**config.mk**
```make
export PLATFORM = sky130hd
export DESIGN_NAME = wpid_ctrl
export DESIGN_NICKNAME = d
export VERILOG_FILES = /design/src/rtl/wpid_pkg.sv /design/src/rtl/wpid_ctrl.sv
export SDC_FILE = /design/constraint.sdc
export NUM_CORES = 1
export LEC_CHECK = 0
export BUFFER_PORTS_ARGS = -buffer_cell sky130_fd_sc_hd__buf_4
export CORE_UTILIZATION = 42
export CTS_BUF_LIST = sky130_fd_sc_hd__clkbuf_16
export DETAILED_ROUTE_END_ITERATION = 16
export GPL_TIMING_DRIVEN = 0
export SYNTH_ARGS = -nofsm -noshare
export SYNTH_HDL_FRONTEND = slang
export SYNTH_SLANG_ARGS = --single-unit
```
**constraint.sdc**
```tcl
create_clock -name clk -period 3.1 [get_ports clk]
set_clock_uncertainty 0.05 [all_clocks]
set_input_delay 0.62 -clock clk [delete_from_list [all_inputs] [get_ports clk]]
set_output_delay 0.62 -clock clk [all_outputs]
set_load 0.02 [all_outputs]
```
**src/rtl/wpid_pkg.sv**
```systemverilog
// ----------------------------------------------------------------------------
// wpid_pkg
// Shared types and constants of the windowed PID motor drive.
// ----------------------------------------------------------------------------
package wpid_pkg;

  localparam int unsigned CFG_ADDR_W = 3;

  typedef enum logic [CFG_ADDR_W-1:0] {
    REG_GAIN_P        = 3'd0,
    REG_GAIN_I        = 3'd1,
    REG_GAIN_D        = 3'd2,
    REG_PID_ENABLE    = 3'd3,
    REG_FORWARD_LEVEL = 3'd4
  } cfg_reg_t;

  // Controller to datapath commands.
  typedef struct packed {
    logic load;       // capture the input item and the previous error
    logic acc_clear;  // clear the integral accumulator
    logic acc_step;   // add one ring product into the accumulator
    logic div_start;  // start the derivative divider
    logic div_step;   // one divider iteration
    logic finish;     // form effort and the result
  } wpid_cmd_t;

endpackage

```
**src/rtl/wpid_ctrl.sv**
```systemverilog
// ----------------------------------------------------------------------------
// wpid_ctrl
// Sequencer of one control tick: load, sum over the ring, divide, output.
// ----------------------------------------------------------------------------
module wpid_ctrl #(
  parameter int WINDOW = 10
) (
  input  logic                      clk,
  input  logic                      rst,
  input  logic                      in_fire,
  input  logic                      out_taken,
  output logic                      busy,
  output logic                      out_valid,
  output wpid_pkg::wpid_cmd_t       cmd,
  output logic [$clog2(WINDOW)-1:0] wr_pos,
  output logic [$clog2(WINDOW)-1:0] rd_pos,
  output logic [$clog2(WINDOW)-1:0] prev_pos,
  output logic                      ring_we,
  output logic                      ring_valid_rd,
  output logic                      prev_valid
);
  import wpid_pkg::*;

  localparam int IDX_W = $clog2(WINDOW);
  localparam logic [IDX_W-1:0] LAST = IDX_W'(WINDOW - 1);

  typedef enum logic [2:0] {
    S_IDLE, S_WRITE, S_SUM, S_DRAIN, S_DIV, S_FIN, S_OUT
  } state_t;

  state_t          state;
  logic [IDX_W-1:0] pos;
  logic [IDX_W-1:0] idx;
  logic [5:0]       cnt;
  logic [WINDOW-1:0] written;

  always_ff @(posedge clk) begin
    if (rst) begin
      state   <= S_IDLE;
      pos     <= '0;
      idx     <= '0;
      cnt     <= '0;
      written <= '0;
    end else begin
      case (state)
        S_IDLE: begin
          if (in_fire) state <= S_WRITE;
        end
        S_WRITE: begin
          written[pos] <= 1'b1;
          idx   <= '0;
          state <= S_SUM;
        end
        S_SUM: begin
          if (idx == LAST) state <= S_DRAIN;
          else idx <= idx + 1'b1;
        end
        S_DRAIN: begin
          cnt   <= '0;
          state <= S_DIV;
        end
        S_DIV: begin
          if (cnt == 6'd49) state <= S_FIN;
          cnt <= cnt + 1'b1;
        end
        S_FIN: begin
          pos   <= (pos == LAST) ? '0 : pos + 1'b1;
          state <= S_OUT;
        end
        S_OUT: begin
          if (out_taken) state <= S_IDLE;
        end
        default: state <= S_IDLE;
      endcase
    end
  end

  always_comb begin
    cmd           = '0;
    cmd.load      = in_fire;
    cmd.div_start = (state == S_WRITE);
    cmd.acc_clear = (state == S_WRITE);
    cmd.acc_step  = (state == S_SUM && idx != '0) || state == S_DRAIN;
    cmd.div_step  = (state == S_DIV && cnt != 6'd0);
    cmd.finish    = (state == S_FIN);
  end

  assign busy          = (state != S_IDLE);
  assign out_valid     = (state == S_OUT);
  assign wr_pos        = pos;
  assign rd_pos        = idx;
  assign prev_pos      = (pos == '0) ? LAST : pos - 1'b1;
  assign ring_we       = (state == S_WRITE);
  assign ring_valid_rd = written[idx];
  assign prev_valid    = written[prev_pos];

  assert property (@(posedge clk) disable iff (rst) in_fire |=> state == S_WRITE)
    else $error("accepted item did not start a tick");
  assert property (@(posedge clk) disable iff (rst) state == S_FIN |=> out_valid)
    else $error("finished tick gave no result");
  assert property (@(posedge clk) disable iff (rst) ring_we |=> written[$past(pos)])
    else $error("ring entry not marked written");

endmodule

```
After elaboration in Yosys (flattened, before gate mapping). Index checks and enable logic that the tools add are counted. W data, S select, Z words.

Reduce and logical (&&, ||, !) cells: 13. Magnitude comparators: 4. Add/subtract/negate cells: 4. Bitwise logic cells: 1. Equality and inequality tests: 14. Multiplexer cells: 16.

Operator list (count): $pmux W3 S7 (1); $lt A4 B5 Y1 const B (3); $mux W3 (4); $mux W4 (3); $pmux W6 S2 (1); $ne A2 B2 Y1 const B (5); $or A10 B10 Y10 (1); $eq A3 B3 Y1 const B (3); $add A4 B1 Y4 const B (2); $bmux W1 S4 (2); $eq A4 B4 Y1 const B (2); $pmux W4 S2 (1); $add A6 B1 Y6 const B (1); $eq A3 B2 Y1 const B (2); $eq A6 B6 Y1 const B (1); $reduce_bool A6 Y1 (1); $demux W1 S4 (1); $ge A4 B1 Y1 const B (1); $logic_not A4 Y1 (1); $reduce_and A4 Y1 (1); $reduce_bool A2 Y1 (2); $reduce_bool A4 Y1 (1); $sub A4 B1 Y4 const B (1); $eq A3 B1 Y1 const B (1); other kinds (6) (10).

Output and inout port bits: 23. Word-level logic and storage cells: 57. Input bits: 4. Register bits after elaboration: 27.

Logic depth before layout (Yosys ltp).
Word-level depth: 5. Depth in mapped cells: 6. Depth with buffers taken out: 6.

Least setup slack after synthesis. OpenSTA, ideal clock, no wires.

Path type: reg2out. Start: register pos[3], in the netlist wr_pos[3]. End: output port prev_valid. Buffers on the path: 1. Data arrival time: 1645 ps. Cell stages (with the launch flop): 6. Path slack: 785 ps. Required time: 2430 ps. Cells stage by stage: dfxtp_1 buf_2 nand2b_1 a211o_1 o2bb2ai_1 a221oi_1.

Longest elaborated chain between the ends: 4. Elaborated cells between the ends (all ways): 5. Classes of those cells: 1 x add/sub; 3 x mux; 1 x reduce/logical.

Ends and longest elaborated chain: start: declaration (RTL line wpid_ctrl.sv:32) `logic [IDX_W-1:0] pos;`; start signal: assignment (RTL line wpid_ctrl.sv:67) `pos <= (pos == LAST) ? '0 : pos + 1'b1;`; $sub A4 B1 Y4 or $logic_not A4 Y1 (tied branches) (RTL line wpid_ctrl.sv:92) `assign prev_pos = (pos == '0) ? LAST : pos - 1'b1;`; $mux W4 (*) (RTL line wpid_ctrl.sv:92); $bmux W1 S4 (*) (RTL line wpid_ctrl.sv:95) `assign prev_valid = written[prev_pos];`; $mux W1 (implied by the code) (*) (RTL line wpid_ctrl.sv:95); end: declaration (RTL line wpid_ctrl.sv:20) `output logic prev_valid`.

Every way passes the cells marked *; elsewhere a longest branch is shown, timed or not. The select of a mux whose other input is x is not followed.

Final worst setup path.
Start: register idx[0], in the netlist rd_pos[0]. End: output port ring_valid_rd.

Longest elaborated chain between the ends: 2.

Ends and longest elaborated chain: start: declaration (RTL line wpid_ctrl.sv:33) `logic [IDX_W-1:0] idx;`; start signal: assignment (RTL line wpid_ctrl.sv:56) `else idx <= idx + 1'b1;`; $bmux W1 S4 (RTL line wpid_ctrl.sv:94) `assign ring_valid_rd = written[idx];`; $mux W1 (implied by the code) (RTL line wpid_ctrl.sv:94); end: declaration (RTL line wpid_ctrl.sv:19) `output logic ring_valid_rd,`.

No other way between the ends. The select of a mux whose other input is x is not followed.

==> summary.txt <==
Outcome
  – Status: completed

Die
  – Die width: 64.5 um
  – Starting density of the core: 0.442
  – Io pins: 27
  – Die height: about 65 um
  – Area of the die: 0.00416 mm^2
  – Core Area: 0.00372 mm^2
  – Std cell rows: 22

Synthesis
  – Top area cells in the synthesized netlist: dfxtp_1 (33%), a21oi_1 (7.9%), nor2_1 (6.2%), ha_1 (4.6%), o21ai_0 (3.0%)
  – Synth area leader: dfxtp_1
  – Most used DFF post-synth: dfxtp_1
  – Async set-reset flop share out of synthesis: 0
  – Synth Warn #: 0
  – Synth Net Count: 217
  – Number of flops mapped to enable cells by yosys: 0
  – Post-synth top cells: dfxtp_1 (27), nor2_1 (27), a21oi_1 (26)
  – Synth Cell Area: 0.00164 mm^2
  – Synth Register Bits: 27
  – Gate Count Post-Synth: 207
  – Sequential-to-total area share from yosys stat: 0.329
  – Synth cell types: 46
  – Synth Area per Inst: 7.93 um^2
  – Top-area cell type share of the netlist area: 0.329

Routing
  – Iteration-0 DRC Markers: 88
  – Vias: 1,601
  – DR pass1 iterations: 4
  – Post-DRT Antenna Nets: 0
  – DR vias/cell: 5.64
  – Final WL: 4190 um
  – DRC: 0
  – Routed len/inst: 14.8 um

Timing
  – Slew headroom: 0.653
  – Fmax: 392 MHz
  – # setup viols final: 0
  – Tightest Pin Transition: 0.521 ns
  – Final hold vios: 0
  – Unrepaired setup endpoints after global routing: false
  – Tmin final: 2.55 ns
  – Slew Viols, Final: 0
  – Post-route setup slack: 0.548 ns
  – Post-Route Setup TNS: 0 ns
  – Final cycle utilization of the critical path: 0.823
  – Hold WS: ~0.45 ns

GRT
  – Wire length of the first global-routing pass: 7130 um
  – Initial antenna violation count: 0
  – Aggregate global routing overflow: 0
  – Total track usage: 0.223
  – Vias in the first global route: between 1,000 and 1,500
  – Largest net degree at the start of global routing: 15

Layout
  – Nets: 247
  – Share of post-route cells with drive strength above 1: 0.220
  – Antenna cell count: 0
  – Area grow syn2layout: 19.9%
  – FILL cells: 392

Clocking
  – Setup bufs post-CTS: 0
  – CTS Hold Bufs: 0
  – CTS tree: yes
  – Clock Path Buffers: 2
  – Post-CTS Resized: 0
  – Reg clk slew, reported paths: 0.07 ns
  – CTS sink count: 27
  – H-Tree Depth: 1
  – Inserted Clock Buffers: 3
  – Root Driver: clkbuf_16
  – Skew-Pair Late Insertion Delay: approximately 0.26 ns

Critical path
  – Crit path DAT: between 1.5 and 2 ns
  – WP data required: roughly 2.4 ns
  – Critical path class: reg2out
  – CP Capture Type: primary output
  – Max FO, Critical Path: 8
  – Crit start category: flop

Pwr
  – PD cells: 385 mW/mm^2
  – Leakage: 0.777 nW
  – Peak supply drop: 0.239 mV

Place
  – Final GP Congestion: 0.886
  – Pre-CTS WS: a little over 0.8 ns
  – I/O Buffers: 25
  – Post-DP HPWL: between 3000 and 4000 um

Hold path
  – Path type of the worst min-delay path: reg2reg

Run
  – Max Cap Viol: 0
-- cell usage in the layout (no fill, tap or decap), types with 3 or more instances in the layout --
cell,n
buf_4,30
nor2_1,27
dfxtp_1,27
a21oi_1,26
nand2_1,13
inv_1,11
o21ai_0,10
buf_2,7
nand4_1,6
ha_1,6
nand2b_1,5
a31oi_1,5
nand3b_1,5
clkbuf_1,4
nor4_1,4
nor3_1,3
nor2b_1,3
nand3_1,3
nor3b_1,3
clkbuf_16,3
-- where the power goes --
| part | internal (mW) | total (mW) | leakage (nW) | switching (mW) |
|---|---|---|---|---|
| registers | 0.352 | 0.359 | 0.218 | 0.00701 |
| clock network | 0.173 | 0.291 | 0.0423 | 0.118 |
| logic | 0.0442 | 0.107 | 0.516 | 0.0627 |
| total | 0.569 | 0.757 | 0.777 | 0.188 |
-- through the flow --
| stage | power [mW] | area (um^2) | instances | util |
|---|---|---|---|---|
| finish | 0.757 | 1970 | 284 | 0.530 |
| global route | 0.795 | 1970 | 284 | 0.530 |
| CTS | 0.766 | 1970 | 284 | 0.530 |
| detailed placement | 0.474 | 1890 | 280 | 0.508 |
| global placement | 0.472 | 1890 | 280 | 0.508 |
| floorplan | 0.440 | 1640 | 207 | - |
-- state kept, by name, summed over array words and instances, names as in the netlist --
| signal | count |
|---|---|
| cnt | 6 |
| rd_pos | 4 |
| state | 3 |
| wr_pos | 4 |
| written | 10 |
-- cell families after synthesis --
group	Yosys count	synth area share
adder cells (fa/ha/maj)	6	0.0457
AO/OA/AOI/OAI	52	0.186
flip-flops	27	0.329
XOR/XNOR	4	0.0213
AND/OR/NAND/NOR	85	0.281
buffers and inverters	27	0.0831
multiplexers	6	0.0534
-- worst paths after layout --
check	startpoint	to	slack, ns	depth (start not counted)
worst min-delay path	written[5]$_SDFFE_PP0P_	written[5]$_SDFFE_PP0P_	0.45	2
worst max-delay path	rd_pos[0]$_SDFFE_PP0P_	ring_valid_rd	0.55	5
worst max register to register	rd_pos[1]$_SDFFE_PP0P_	rd_pos[3]$_SDFFE_PP0P_	1.11	6
worst min register to register	written[5]$_SDFFE_PP0P_	written[5]$_SDFFE_PP0P_	0.45	2
-- critical path, cell delays in order (launching register included) --
cell and delay (ns):
dfxtp_1 0.39, buf_2 0.26, mux4_2 0.55, mux2i_1 0.16, o21ai_0 0.10, buf_4 0.17
-- final cells by class --
type	count	area, um^2	area share
clock inverters	1	3.75	0.00191
multi-input cells	153	965	0.490
flip-flops and latches	27	541	0.275
inverters	10	37.5	0.0191
well taps	48	60.1	0.0305
plain buffers	17	98.8	0.0502
repair buffers	25	188	0.0954
clock buffers	3	75.1	0.0381
-- metal layers --
layer / track usage / part of all wire / vias to the layer above
met4: 0.0417 / 0.012 / 0
met2: 0.372 / 0.46 / 48
li1: - / - / 789
met1: 0.299 / 0.48 / 756
met5: 0 / 0 / -
met3: 0.0423 / 0.046 / 8
Power figures use the tool's default switching activity.
